$ cat config.mk
export PLATFORM = sky130hd
export DESIGN_NAME = arp_cache_with_pending_queue_unit
export DESIGN_NICKNAME = d
export VERILOG_FILES = /design/src/sv/arpc_pkg.sv /design/src/sv/arpc_ctrl.sv /design/src/sv/arpc_datapath.sv /design/src/sv/arp_cache_with_pending_queue_unit.sv
export SDC_FILE = /design/constraint.sdc
export NUM_CORES = 2
export LEC_CHECK = 0
export ABC_AREA = 1
export BUFFER_PORTS_ARGS = -buffer_cell sky130_fd_sc_hd__buf_2
export CORE_ASPECT_RATIO = 1.1
export CORE_MARGIN = 1
export CORE_UTILIZATION = 40
export DETAILED_ROUTE_END_ITERATION = 8
export PLACE_DENSITY = 0.55
export SYNTH_ARGS = -nofsm -noshare
export SYNTH_HDL_FRONTEND = slang
export SYNTH_SLANG_ARGS = --single-unit
$ cat constraint.sdc
create_clock -name clk -period 4.5 [get_ports clk]
set_clock_uncertainty 0.05 [all_clocks]
set_input_delay 0.675 -clock clk [delete_from_list [all_inputs] [get_ports clk]]
set_output_delay 0.675 -clock clk [all_outputs]
set_load 0.02 [all_outputs]
$ cat src/sv/arpc_pkg.sv
// ----------------------------------------------------------------------------
// arpc_pkg
// Shared types and constants for the ARP cache with pending queue.
// ----------------------------------------------------------------------------
package arpc_pkg;

  localparam logic [1:0] CMD_RECEIVE = 2'd0;
  localparam logic [1:0] CMD_RESOLVE = 2'd1;
  localparam logic [1:0] CMD_QUEUE   = 2'd2;

  localparam logic [2:0] KIND_HIT      = 3'd0;
  localparam logic [2:0] KIND_REQUEST  = 3'd1;
  localparam logic [2:0] KIND_REPLY    = 3'd2;
  localparam logic [2:0] KIND_PENDING  = 3'd3;
  localparam logic [2:0] KIND_QUEUED   = 3'd4;
  localparam logic [2:0] KIND_REJECTED = 3'd5;

  localparam logic [1:0] REG_OWN_IP  = 2'd0;
  localparam logic [1:0] REG_OWN_MAC = 2'd1;
  localparam logic [1:0] REG_MAX_LEN = 2'd2;

  localparam logic [15:0] MIN_ARP_LEN   = 16'd28;
  localparam logic [15:0] HW_ETHER      = 16'd1;
  localparam logic [15:0] PROTO_IPV4    = 16'h0800;
  localparam logic [7:0]  HW_LEN        = 8'd6;
  localparam logic [7:0]  IPV4_ADDR_LEN = 8'd4;
  localparam logic [15:0] OP_REQUEST    = 16'd1;
  localparam logic [15:0] MAX_LEN_RESET = 16'd1500;

  typedef enum logic [2:0] {
    ST_IDLE,
    ST_SCAN,
    ST_SLOTS,
    ST_REPLY,
    ST_EMIT
  } state_t;

  // controller to datapath
  typedef struct packed {
    logic load;       // capture input item
    logic scan_step;  // advance table index
    logic write_tab;  // write cache entry from scan result
    logic slot_step;  // advance slot index
    logic slot_emit;  // emit pending result at current slot
    logic emit_reply; // emit reply
    logic emit_single;// emit resolve/queue result
  } ctrl_t;

  // datapath to controller
  typedef struct packed {
    logic cmd_ok;      // valid receive / resolve / queue command
    logic is_receive;
    logic scan_done;
    logic stored;      // table write happened (or will)
    logic slot_match;
    logic slot_last;
    logic want_reply;
    logic out_busy;    // output register full and not taken
  } stat_t;

endpackage

$ cat src/sv/arpc_ctrl.sv
// ----------------------------------------------------------------------------
// arpc_ctrl
// Sequencer: table scan, slot walk, reply and single-result emission.
// ----------------------------------------------------------------------------
module arpc_ctrl
  import arpc_pkg::*;
(
  input  logic  clk,
  input  logic  rst,
  input  logic  in_valid,
  output logic  in_ready,
  input  stat_t stat,
  output ctrl_t ctrl
);

  state_t state, state_next;

  always_ff @(posedge clk) begin
    if (rst) state <= ST_IDLE;
    else     state <= state_next;
  end

  always_comb begin
    state_next = state;
    case (state)
      ST_IDLE: if (in_valid) state_next = ST_SCAN;
      ST_SCAN: begin
        if (!stat.cmd_ok) state_next = ST_IDLE;
        else if (stat.scan_done) begin
          if (!stat.is_receive) state_next = ST_EMIT;
          else if (stat.stored) state_next = ST_SLOTS;
          else if (stat.want_reply) state_next = ST_REPLY;
          else state_next = ST_IDLE;
        end
      end
      ST_SLOTS: begin
        if (!(stat.slot_match && stat.out_busy) && stat.slot_last)
          state_next = stat.want_reply ? ST_REPLY : ST_IDLE;
      end
      ST_REPLY: if (!stat.out_busy) state_next = ST_IDLE;
      ST_EMIT:  if (!stat.out_busy) state_next = ST_IDLE;
      default:  state_next = ST_IDLE;
    endcase
  end

  always_comb begin
    ctrl = '0;
    in_ready = 1'b0;
    case (state)
      ST_IDLE: begin
        // no transfer while reset is held
        in_ready  = !rst;
        ctrl.load = in_valid && !rst;
      end
      ST_SCAN: begin
        ctrl.scan_step = stat.cmd_ok && !stat.scan_done;
        ctrl.write_tab = stat.cmd_ok && stat.scan_done && stat.is_receive;
      end
      ST_SLOTS: begin
        ctrl.slot_emit = stat.slot_match && !stat.out_busy;
        ctrl.slot_step = !(stat.slot_match && stat.out_busy);
      end
      ST_REPLY: ctrl.emit_reply  = !stat.out_busy;
      ST_EMIT:  ctrl.emit_single = !stat.out_busy;
      default: ;
    endcase
  end

endmodule

$ cat src/sv/arpc_datapath.sv
// ----------------------------------------------------------------------------
// arpc_datapath
// Cache and slot storage, captured item, scan index and output register.
// ----------------------------------------------------------------------------
module arpc_datapath
  import arpc_pkg::*;
#(
  parameter int TABLE_ENTRIES = 16,
  parameter int PENDING_SLOTS = 8
) (
  input  logic        clk,
  input  logic        rst,
  input  ctrl_t       ctrl,
  output stat_t       stat,
  input  logic        cfg_we,
  input  logic [1:0]  cfg_index,
  input  logic [47:0] cfg_data,
  input  logic [1:0]  cmd,
  input  logic [15:0] byte_count,
  input  logic [15:0] hw_type,
  input  logic [15:0] ptype,
  input  logic [7:0]  hw_addr_len,
  input  logic [7:0]  proto_addr_len,
  input  logic [15:0] op_code,
  input  logic [31:0] src_ip,
  input  logic [47:0] src_mac,
  input  logic [31:0] tgt_ip,
  input  logic [31:0] query_ip,
  input  logic [7:0]  packet_handle,
  output logic        out_valid,
  input  logic        out_ready,
  output logic [2:0]  kind,
  output logic [31:0] dest_ip,
  output logic [47:0] dest_mac,
  output logic [7:0]  out_handle,
  output logic        last
);

  localparam int TW = (TABLE_ENTRIES > 1) ? $clog2(TABLE_ENTRIES) : 1;
  localparam int SW = (PENDING_SLOTS > 1) ? $clog2(PENDING_SLOTS) : 1;

  logic [31:0] own_ip;
  logic [47:0] own_mac;
  logic [15:0] max_len;

  logic [TABLE_ENTRIES-1:0] entry_valid;
  logic [31:0] entry_ip  [TABLE_ENTRIES];
  logic [47:0] entry_mac [TABLE_ENTRIES];
  logic [PENDING_SLOTS-1:0] slot_valid;
  logic [31:0] slot_ip     [PENDING_SLOTS];
  logic [7:0]  slot_handle [PENDING_SLOTS];

  // captured item
  logic [1:0]  c_cmd;
  logic        c_ok, c_reply, c_qok;
  logic [31:0] c_ip;
  logic [47:0] c_mac;
  logic [7:0]  c_handle;

  // scan state
  logic [TW:0] tidx;
  logic        hit, free_found;
  logic [TW-1:0] hit_idx, free_idx;
  logic [SW:0] sidx;

  logic [SW-1:0] sptr;
  logic [TW-1:0] tptr;
  assign sptr = sidx[SW-1:0];
  assign tptr = tidx[TW-1:0];

  logic [SW:0] open_slot;
  logic        slot_free_any;
  always_comb begin
    open_slot = '0;
    slot_free_any = 1'b0;
    for (int i = PENDING_SLOTS - 1; i >= 0; i--) begin
      if (!slot_valid[i]) begin
        open_slot = (SW+1)'(i);
        slot_free_any = 1'b1;
      end
    end
  end

  // a match at slot j releases
  logic [PENDING_SLOTS-1:0] smatch;
  always_comb
    for (int j = 0; j < PENDING_SLOTS; j++)
      smatch[j] = slot_valid[j] && (slot_ip[j] == c_ip);

  logic more;
  always_comb begin
    more = 1'b0;
    for (int j = 0; j < PENDING_SLOTS; j++)
      if (j > int'(sptr) && smatch[j]) more = 1'b1;
  end

  logic scan_done;
  assign scan_done = (tidx == (TW+1)'(TABLE_ENTRIES)) || hit;

  assign stat.cmd_ok     = c_ok;
  assign stat.is_receive = (c_cmd == CMD_RECEIVE);
  assign stat.scan_done  = scan_done;
  assign stat.stored     = hit || free_found;
  assign stat.slot_match = smatch[sptr];
  assign stat.slot_last  = (sidx == (SW+1)'(PENDING_SLOTS - 1)) ||
                           !(more || (smatch[sptr] && out_valid && !out_ready));
  assign stat.want_reply = c_reply;
  assign stat.out_busy   = out_valid && !out_ready;

  always_ff @(posedge clk) begin
    if (rst) begin
      own_ip <= '0;
      own_mac <= '0;
      max_len <= MAX_LEN_RESET;
    end else if (cfg_we) begin
      case (cfg_index)
        REG_OWN_IP:  own_ip  <= cfg_data[31:0];
        REG_OWN_MAC: own_mac <= cfg_data;
        REG_MAX_LEN: max_len <= cfg_data[15:0];
        default: ;
      endcase
    end
  end

  logic tab_valid_here;
  assign tab_valid_here = entry_valid[tptr];

  always_ff @(posedge clk) begin
    if (ctrl.load) begin
      c_cmd <= cmd;
      c_handle <= packet_handle;
      if (cmd == CMD_RECEIVE) begin
        c_ip <= src_ip;
        c_mac <= src_mac;
        c_ok <= !(byte_count < MIN_ARP_LEN) && hw_type == HW_ETHER &&
                ptype == PROTO_IPV4 && hw_addr_len == HW_LEN &&
                proto_addr_len == IPV4_ADDR_LEN;
        c_reply <= (op_code == OP_REQUEST) && (tgt_ip == own_ip);
      end else begin
        c_ip <= query_ip;
        c_mac <= '0;
        c_ok <= (cmd == CMD_RESOLVE) || (cmd == CMD_QUEUE);
        c_reply <= 1'b0;
      end
      c_qok <= !(byte_count > max_len);
      tidx <= '0;
      sidx <= '0;
      hit <= 1'b0;
      free_found <= 1'b0;
    end
    if (ctrl.scan_step) begin
      tidx <= tidx + 1'b1;
      if (tab_valid_here && entry_ip[tptr] == c_ip) begin
        hit <= 1'b1;
        hit_idx <= tptr;
      end else if (!tab_valid_here && !free_found) begin
        free_found <= 1'b1;
        free_idx <= tptr;
      end
    end
    if (ctrl.slot_step) sidx <= sidx + 1'b1;
  end

  // cache store
  always_ff @(posedge clk) begin
    if (rst) entry_valid <= '0;
    else if (ctrl.write_tab && !hit && free_found) entry_valid[free_idx] <= 1'b1;
    if (ctrl.write_tab) begin
      if (hit) entry_mac[hit_idx] <= c_mac;
      else if (free_found) begin
        entry_ip[free_idx]  <= c_ip;
        entry_mac[free_idx] <= c_mac;
      end
    end
  end

  logic queue_ok;
  assign queue_ok = c_qok && slot_free_any;

  always_ff @(posedge clk) begin
    if (rst) slot_valid <= '0;
    else begin
      if (ctrl.slot_emit) slot_valid[sptr] <= 1'b0;
      if (ctrl.emit_single && c_cmd == CMD_QUEUE && queue_ok)
        slot_valid[open_slot[SW-1:0]] <= 1'b1;
    end
    if (ctrl.emit_single && c_cmd == CMD_QUEUE && queue_ok) begin
      slot_ip[open_slot[SW-1:0]]     <= c_ip;
      slot_handle[open_slot[SW-1:0]] <= c_handle;
    end
  end

  // output register
  always_ff @(posedge clk) begin
    if (rst) out_valid <= 1'b0;
    else if (ctrl.slot_emit || ctrl.emit_reply || ctrl.emit_single) out_valid <= 1'b1;
    else if (out_ready) out_valid <= 1'b0;
    if (ctrl.slot_emit) begin
      kind <= KIND_PENDING;
      dest_ip <= c_ip;
      dest_mac <= c_mac;
      out_handle <= slot_handle[sptr];
      last <= !more && !c_reply;
    end else if (ctrl.emit_reply) begin
      kind <= KIND_REPLY;
      dest_ip <= c_ip;
      dest_mac <= c_mac;
      out_handle <= '0;
      last <= 1'b1;
    end else if (ctrl.emit_single) begin
      dest_ip <= c_ip;
      last <= 1'b1;
      if (c_cmd == CMD_RESOLVE) begin
        kind <= hit ? KIND_HIT : KIND_REQUEST;
        dest_mac <= hit ? entry_mac[hit_idx] : 48'd0;
        out_handle <= '0;
      end else begin
        kind <= queue_ok ? KIND_QUEUED : KIND_REJECTED;
        dest_mac <= '0;
        out_handle <= c_handle;
      end
    end
  end

  // a released slot must have matched the sender
  assert property (@(posedge clk) disable iff (rst)
    ctrl.slot_emit |-> smatch[sptr]) else $error("release of non-matching slot");
  // never overwrite a result still waiting
  assert property (@(posedge clk) disable iff (rst)
    (out_valid && !out_ready) |-> !(ctrl.slot_emit || ctrl.emit_reply || ctrl.emit_single))
    else $error("output overrun");
  // one emit source at a time
  assert property (@(posedge clk) disable iff (rst)
    $onehot0({ctrl.slot_emit, ctrl.emit_reply, ctrl.emit_single}))
    else $error("multiple emit commands");

endmodule

$ cat src/sv/arp_cache_with_pending_queue_unit.sv
// ----------------------------------------------------------------------------
// arp_cache_with_pending_queue_unit
// ARP offload: address cache, pending packet queue, request/reply generation.
// ----------------------------------------------------------------------------
// channel  | handshake             | payload
// input    | in_valid / in_ready   | cmd .. packet_handle
// result   | out_valid / out_ready | kind, dest_ip, dest_mac, out_handle, last
// config   | cfg_we                | cfg_index, cfg_data
//
// One item at a time. The cache is searched one entry a cycle, stopping early
// on a hit. A receive that is stored in the cache then walks the pending
// slots one a cycle while no result is stalled at a matching slot (releases
// go out during the walk), and then emits a reply if one is wanted; resolve
// and queue emit a single result after the search. Reset is synchronous; it
// clears the valid bits and the own address registers and sets max_len to
// MAX_LEN_RESET.
// A stalled result holds the slot walk at a matching slot until it is taken.
module arp_cache_with_pending_queue_unit
  import arpc_pkg::*;
#(
  parameter int TABLE_ENTRIES = 16,
  parameter int PENDING_SLOTS = 8
) (
  input  logic        clk,
  input  logic        rst,
  input  logic        cfg_we,
  input  logic [1:0]  cfg_index,
  input  logic [47:0] cfg_data,
  input  logic        in_valid,
  output logic        in_ready,
  input  logic [1:0]  cmd,
  input  logic [15:0] byte_count,
  input  logic [15:0] hw_type,
  input  logic [15:0] ptype,
  input  logic [7:0]  hw_addr_len,
  input  logic [7:0]  proto_addr_len,
  input  logic [15:0] op_code,
  input  logic [31:0] src_ip,
  input  logic [47:0] src_mac,
  input  logic [31:0] tgt_ip,
  input  logic [31:0] query_ip,
  input  logic [7:0]  packet_handle,
  output logic        out_valid,
  input  logic        out_ready,
  output logic [2:0]  kind,
  output logic [31:0] dest_ip,
  output logic [47:0] dest_mac,
  output logic [7:0]  out_handle,
  output logic        last
);

  ctrl_t ctrl;
  stat_t stat;

  // sequencer
  arpc_ctrl u_ctrl (
    .clk(clk), .rst(rst), .in_valid(in_valid), .in_ready(in_ready),
    .stat(stat), .ctrl(ctrl)
  );

  // storage and result register
  arpc_datapath #(
    .TABLE_ENTRIES(TABLE_ENTRIES), .PENDING_SLOTS(PENDING_SLOTS)
  ) u_dp (
    .clk(clk), .rst(rst), .ctrl(ctrl), .stat(stat),
    .cfg_we(cfg_we), .cfg_index(cfg_index), .cfg_data(cfg_data),
    .cmd(cmd), .byte_count(byte_count), .hw_type(hw_type),
    .ptype(ptype), .hw_addr_len(hw_addr_len),
    .proto_addr_len(proto_addr_len), .op_code(op_code),
    .src_ip(src_ip), .src_mac(src_mac), .tgt_ip(tgt_ip),
    .query_ip(query_ip), .packet_handle(packet_handle),
    .out_valid(out_valid), .out_ready(out_ready), .kind(kind),
    .dest_ip(dest_ip), .dest_mac(dest_mac), .out_handle(out_handle), .last(last)
  );

endmodule
**Word-level counts from Yosys, hierarchy flattened**

Memories as Yosys holds them, arrays and structs flattened. A register that Yosys moved wholly into a read port is not among the register bits.
Cells that the tools add are included.

- Flip-flop bits (word level): 280
- Bits in writable memories: 1600
- Input port bits: 289
- Output and inout port bits: 94
- Memories kept: 4

- Add/sub/neg operators: 2
- $lt $le $gt $ge: 16
- Eq/ne operators: 30
- Multiplexer cells: 101
- Bitwise logic cells: 5
- Reductions and logical operators: 78

Memory list:

| name | words | bits a word | rd ports | clocked after memory_dff | wr ports | RTL line | source |
|---|---|---|---|---|---|---|---|
| u_dp.entry_mac | 16 | 48 | 1 | 1 | 1 | arpc_datapath.sv:48 | `logic [47:0] entry_mac [TABLE_ENTRIES];` |
| u_dp.entry_ip | 16 | 32 | 1 | 1 | 1 | arpc_datapath.sv:47 | `logic [31:0] entry_ip [TABLE_ENTRIES];` |
| u_dp.slot_ip | 8 | 32 | 8 | 0 | 1 | arpc_datapath.sv:50 | `logic [31:0] slot_ip [PENDING_SLOTS];` |
| u_dp.slot_handle | 8 | 8 | 1 | 1 | 1 | arpc_datapath.sv:51 | `logic [7:0] slot_handle [PENDING_SLOTS];` |

Operators by type and width:

| operator | count |
|---|---|
| == test 32 bit | 10 |
| two-way mux 48 bit | 6 |
| two-way mux 32 bit | 4 |
| two-way mux 8 bit | 7 |
| two-way mux 1 bit | 51 |
| two-way mux 3 bit | 17 |
| OR reduction 48 bit | 1 |
| logical AND 1 bit | 41 |
| == test 16 x 1 -> 1 bit (second input constant) | 2 |
| two-way mux 4 bit | 5 |
| == test 16 x 12 -> 1 bit (second input constant) | 1 |
| == test 8 x 3 -> 1 bit (second input constant) | 2 |
| > comparator 16 bit | 1 |
| < comparator 16 x 5 -> 1 bit (second input constant) | 1 |
| bitwise OR 16 bit | 1 |
| zero test 1 bit | 13 |
| > comparator 3 bit (first input constant) | 4 |
| case mux 3 bit (4 select lines) | 1 |
| < comparator 4 x 5 -> 1 bit (second input constant) | 2 |
| two-way mux 5 bit | 2 |
| AND 8 bit | 1 |
| < comparator 3 x 4 -> 1 bit (second input constant) | 2 |
| NOT 8 bit | 1 |
| bitwise OR 8 bit | 1 |
| other kinds (31) | 55 |

**Logic depth before layout (Yosys ltp)**

An unclocked memory read counts as a cell.

- Word-level depth: 17
- Depth in mapped cells: 20
- Depth with buffers taken out: 18

**Cells and area by module**

A second synthesis with hierarchy kept.

- Cells, all modules: 6808
- Area total of the unflattened synthesis: 79132.1 µm²

Modules (own cells, without submodules):

| module | instances | cells an instance | area each (µm²) | sequential area each (µm²) |
|---|---|---|---|---|
| arpc_datapath | 1 | 6739 | 78778.1 | 55803.5 |
| arpc_ctrl | 1 | 69 | 354.1 | 60.1 |

**Worst setup path after synthesis**

Ideal clock, no wire load.

- Kind: flip-flop to flip-flop
- From: register u_dp.c_ip[23]
- To: register u_dp.dest_ip[0], enable pin
- Arrival time: 3.902 ns
- Setup slack: -0.536 ns
- Stages on the path, launching flop included: 14
- Path buffers: 1
- Cell sequence: edfxtp_1 -> buf_2 -> inv_2 -> or2_2 -> nand4_1 -> nor2_1 -> nand2_1 -> nor2_1 -> nand3_1 -> nand2_1 -> nor2_1 -> nand2_4 -> nand2_4 -> nand3_1

- Word-level cells in the longest chain between the ends: 7

Ends and longest elaborated chain:

| item | RTL line | source |
|---|---|---|
| from (decl) | arpc_datapath.sv:56 | `logic [31:0] c_ip;` |
| from (signal assigned) | arpc_datapath.sv:133 | `c_ip <= src_ip;` |
| from (signal assigned) | arpc_datapath.sv:140 | `c_ip <= query_ip;` |
| == test 32 bit | arpc_datapath.sv:88 | `smatch[j] = slot_valid[j] && (slot_ip[j] == c_ip);` |
| logical AND 1 bit | arpc_datapath.sv:88 |  |
| binary-select mux 1 bit (select 3 bit) (*) | arpc_datapath.sv:104 | `assign stat.slot_match = smatch[sptr];` |
| two-way mux 1 bit (implied by the code) (*) | arpc_datapath.sv:104 |  |
| logical AND 1 bit (*) | arpc_ctrl.sv:60 | `ctrl.slot_emit = stat.slot_match && !stat.out_busy;` |
| two-way mux 2 bit (*) | arpc_ctrl.sv:49 | `case (state)` |
| nonzero test 3 bit (no source line) (*) | - |  |
| to (signal assigned) | arpc_datapath.sv:200 | `dest_ip <= c_ip;` |
| to (signal assigned) | arpc_datapath.sv:206 | `dest_ip <= c_ip;` |
| to (signal assigned) | arpc_datapath.sv:211 | `dest_ip <= c_ip;` |
| to (decl) | arpc_datapath.sv:33 | `output logic [31:0] dest_ip,` |

Every way passes the cells marked *; elsewhere a longest branch is shown, timed or not. The select of a mux whose other input is x is not followed.
A chain may end at the register's enable or synchronous reset.

**Worst setup path in the final report**

- From: register u_dp.c_ip[17]
- To: register u_dp.dest_mac[17], data pin

- Word-level cells in the longest chain between the ends: 7

Ends and longest elaborated chain:

| item | RTL line | source |
|---|---|---|
| == test 32 bit | arpc_datapath.sv:88 |  |
| logical AND 1 bit | arpc_datapath.sv:88 |  |
| binary-select mux 1 bit (select 3 bit) (*) | arpc_datapath.sv:104 |  |
| two-way mux 1 bit (implied by the code) (*) | arpc_datapath.sv:104 |  |
| logical AND 1 bit (*) | arpc_ctrl.sv:60 |  |
| two-way mux 2 bit (*) | arpc_ctrl.sv:49 |  |
| two-way mux 48 bit (*) | arpc_datapath.sv:198 | `if (ctrl.slot_emit) begin` |
| to (signal assigned) | arpc_datapath.sv:201 | `dest_mac <= c_mac;` |
| to (signal assigned) | arpc_datapath.sv:207 | `dest_mac <= c_mac;` |
| to (signal assigned) | arpc_datapath.sv:215 | `dest_mac <= hit ? entry_mac[hit_idx] : 48'd0;` |
| to (decl) | arpc_datapath.sv:34 | `output logic [47:0] dest_mac,` |

Marks and branches as above.

==> out/qor.txt <==
outcome: finished, final reports clean
internal reg-to-reg setup slack: 660 ps
vias in the first global route: 48100
CP Data Required Time: 5150 ps
Hold EP: u_dp.c_ip[19]
worst hold path depth: 3
antenna violations before repair: 12
share of cells above drive strength 1: 0.142
WP data arrival: 4500 ps
CP Class: reg2reg
clk_lat worst skew: 860 ps
post-route ant nets: 0
GRT Resource Usage Total: 0.227
setup_tns: 0 ps
startpoint types: flop
Remaining DRCs: 0
placed cell count: 9060
post-synth cell types: 52
VDD IR-drop max: 0.000384 V
Syn Inst Count: 6318
Pleak: 31.0 nW
largest net degree at the start of global routing: 177
part of the power in the clock network: 0.362
Layout area overhead: 16.2%
initial core utilization: 0.404
# IOs: 383
max cap viols: 0
hpwl dp: 133000 microns
Switching Fraction: 0.292
Vias/cell: 5.39
CTS tree: done
H-tree Lvls: 4
maximum clock rate: 260 MHz
Non-Filler Instances: 9479
postcts setup bufs: 0
sw power: 13.0 mW
via count: 51100
# clock sinks: 1891
Seq cells post-synth: 1891
sequential share of power: 0.470
IO Port Bufs: 366
crit-path max FO: 55
# nets final: 7071
Worst Hold Class: in2reg
Tot Pwr: 44.6 mW
RSZ-0062 raised after global routing: false
final core occ: 0.469
net count after synthesis: 6630
Routability Congestion: 0.867
commonest non-fill, non-tap cells in the layout: edfxtp_1 (1799), nor2_1 (1083), nand2_1 (777)
CP Capture Type: flop
worst relative slew slack: 0.248
Reg-to-Reg Start: u_dp.c_ip[17]
max-slew violation count: 0
CTS Buffer Depth: 3
commonest non-fill, non-tap cell in the layout: edfxtp_1
die outline height: 462 microns
part of the cycle the worst path needs: 0.854
Die ar.: 0.194 sq mm
WL per Instance: 23.7 microns
Die Span X: 420 microns
Comb power frac: 0.168
top_reg_cell synth: edfxtp_1
clock root cell: clkbuf_16
# setup viols final: 0
drt first pass iters: 6
fill cell count: 17300
Detailed Route Iter0 Violations: 5044
Post-synth EDFFs: 1799
Worst Tran Pin Value: 1130 ps
main area contributors after synthesis: edfxtp_1 (70%), nor2_1 (5.5%), o21ai_0 (4.9%)
final global-route overflow total: 0
min Tclk post-route: 3840 ps
hold wc startpoint: query_ip[19]
Fin. Hold Viols: 0
syn_area_per_cell: 12.2 sq um
Cell Area, Synth: 0.0770 sq mm
total CTS buffers: 192
first-pass GRT wire length: 323000 microns
Syn. warnings: 0
post-synthesis sequential area ratio: 0.725
Worst-path clk slew: 60 ps
r2r worst-path depth: 18
pwr dens: 498 mW/mm^2
FP Rows: 168
WL final: 225000 microns
FF-to-FF End: u_dp.dest_mac[17]
Internal: 31.6 mW
Post-synth ARST share: 0
post-synth top area share: 0.701
floorplan core area: 0.191 sq mm
Yosys top cell by area: edfxtp_1
==> per-stage QoR <==
stage / hold WS [ps] / instance area [sq um] / setup slack, ps
5_1_grt: 26.8 / 89500 / 434
3_5_place_dp: 401 / 82500 / 741
3_3_place_gp: 393 / 82500 / 749
2_1_floorplan: 383 / 77000 / 119
4_1_cts: 0.281 / 89500 / 689
6_report: 63.2 / 89500 / 657
==> registers in the layout, indices dropped and copies added, names as in the netlist, 5 cells and up, named ones only <==
| name | count |
|---|---|
| u_dp.max_len | 16 |
| u_dp.out_handle | 8 |
| u_dp.own_ip | 32 |
| u_dp.entry_mac | 768 |
| u_dp.slot_ip | 256 |
| u_dp.c_mac | 48 |
| u_dp.tidx | 5 |
| u_dp.entry_valid | 16 |
| u_dp.slot_valid | 8 |
| u_dp.slot_handle | 64 |
| u_dp.c_handle | 8 |
| u_dp.c_ip | 32 |
| u_dp.entry_ip | 512 |
| u_dp.dest_ip | 32 |
| u_dp.dest_mac | 48 |
==> worst max-delay path by stage <==
stage / from / end / slack [ps] / cells past startpoint
after floorplan: u_dp.tidx[0] / u_dp.entry_mac[0][0] / 120 / 9
after global placement: u_dp.c_ip[17] / u_dp.dest_mac[22] / 750 / 16
after detailed placement: u_dp.c_ip[17] / u_dp.dest_mac[17] / 740 / 16
after CTS: u_dp.c_ip[17] / u_dp.dest_mac[17] / 690 / 16
after global routing: u_dp.c_ip[1] / u_dp.dest_mac[17] / 430 / 17
final: u_dp.c_ip[17] / u_dp.dest_mac[17] / 660 / 18
==> cell usage after synthesis (14+ instances only) <==
cell         n
edfxtp_1  1799
nor2_1    1124
nand2_1    777
o21ai_0    756
inv_1      285
o22ai_1    283
clkbuf_1   203
nand3_1    130
o211ai_1   122
o21ai_1    121
dfxtp_1     92
buf_2       86
xnor2_1     78
a21oi_1     77
o21ai_2     40
nand4_1     35
buf_4       30
nand2_2     30
nor4_1      24
ha_1        23
xor2_1      23
inv_2       18
buf_1       17
buf_6       16
o21a_1      16
nor3_1      14
==> metal layers <==
| metal | global-route usage | vias up | wire length, microns |
|---|---|---|---|
| met2 | 0.378 | 1729 | 109000 |
| met4 | 0.0870 | 0 | 8280 |
| met5 | 0 | - | 0 |
| met3 | 0.0306 | 374 | 12800 |
| met1 | 0.301 | 25500 | 94400 |
| li1 | - | 23500 | - |
==> timing repair <==
action / in CTS / in global routing
hold buffers: 55 / 0
endpoints found under the hold margin: 53 / 0
resized for setup: 0 / 0
==> power by group through the flow <==
stage	registers (mW)	logic, mW	clock network (mW)
2_1_floorplan	21.3	4.46	0
3_3_place_gp	21.3	7.41	0
5_1_grt	21.0	8.12	17.0
3_5_place_dp	21.3	7.47	0
4_1_cts	21.0	7.53	16.4
6_report	20.9	7.49	16.2
==> critical path, cell delays in order (launching register included) <==
cell and delay, ps:
edfxtp_1 900, inv_1 130, buf_4 250, nand2_1 80
o21ai_0 80, nor2_1 130, nand2_1 70, nor2_1 100
nand2_1 60, nor2_2 230, nand3_1 120, nand2_1 80
nor2_1 60, nand2_4 120, nand2_4 170, nand2_8 470
buf_4 320, nand2_1 90, o21ai_2 80
==> layout make-up <==
type | instances | area (sq um) | area share
Clock inverter | 110 | 1280 | 0.0143
Multi-Input combinational cell | 3764 | 18600 | 0.208
Tap cell | 2550 | 3190 | 0.0357
Sequential cell | 1891 | 55900 | 0.624
Timing Repair Buffer | 602 | 4200 | 0.0470
Clock buffer | 245 | 5100 | 0.0570
Inverter | 308 | 1180 | 0.0132
Antenna cell | 9 | 22.5 | 0.000252
==> cells by family after synthesis <==
kind of cell,after synthesis,synth area share
flops,1891,0.725
fa+ha+maj,23,0.00374
simple gates,2159,0.112
xor+xnor,101,0.0115
buf+inv,663,0.0372
mux,8,0.00104
compound gates,1473,0.109
No activity file was read; power rests on OpenSTA's default activity.
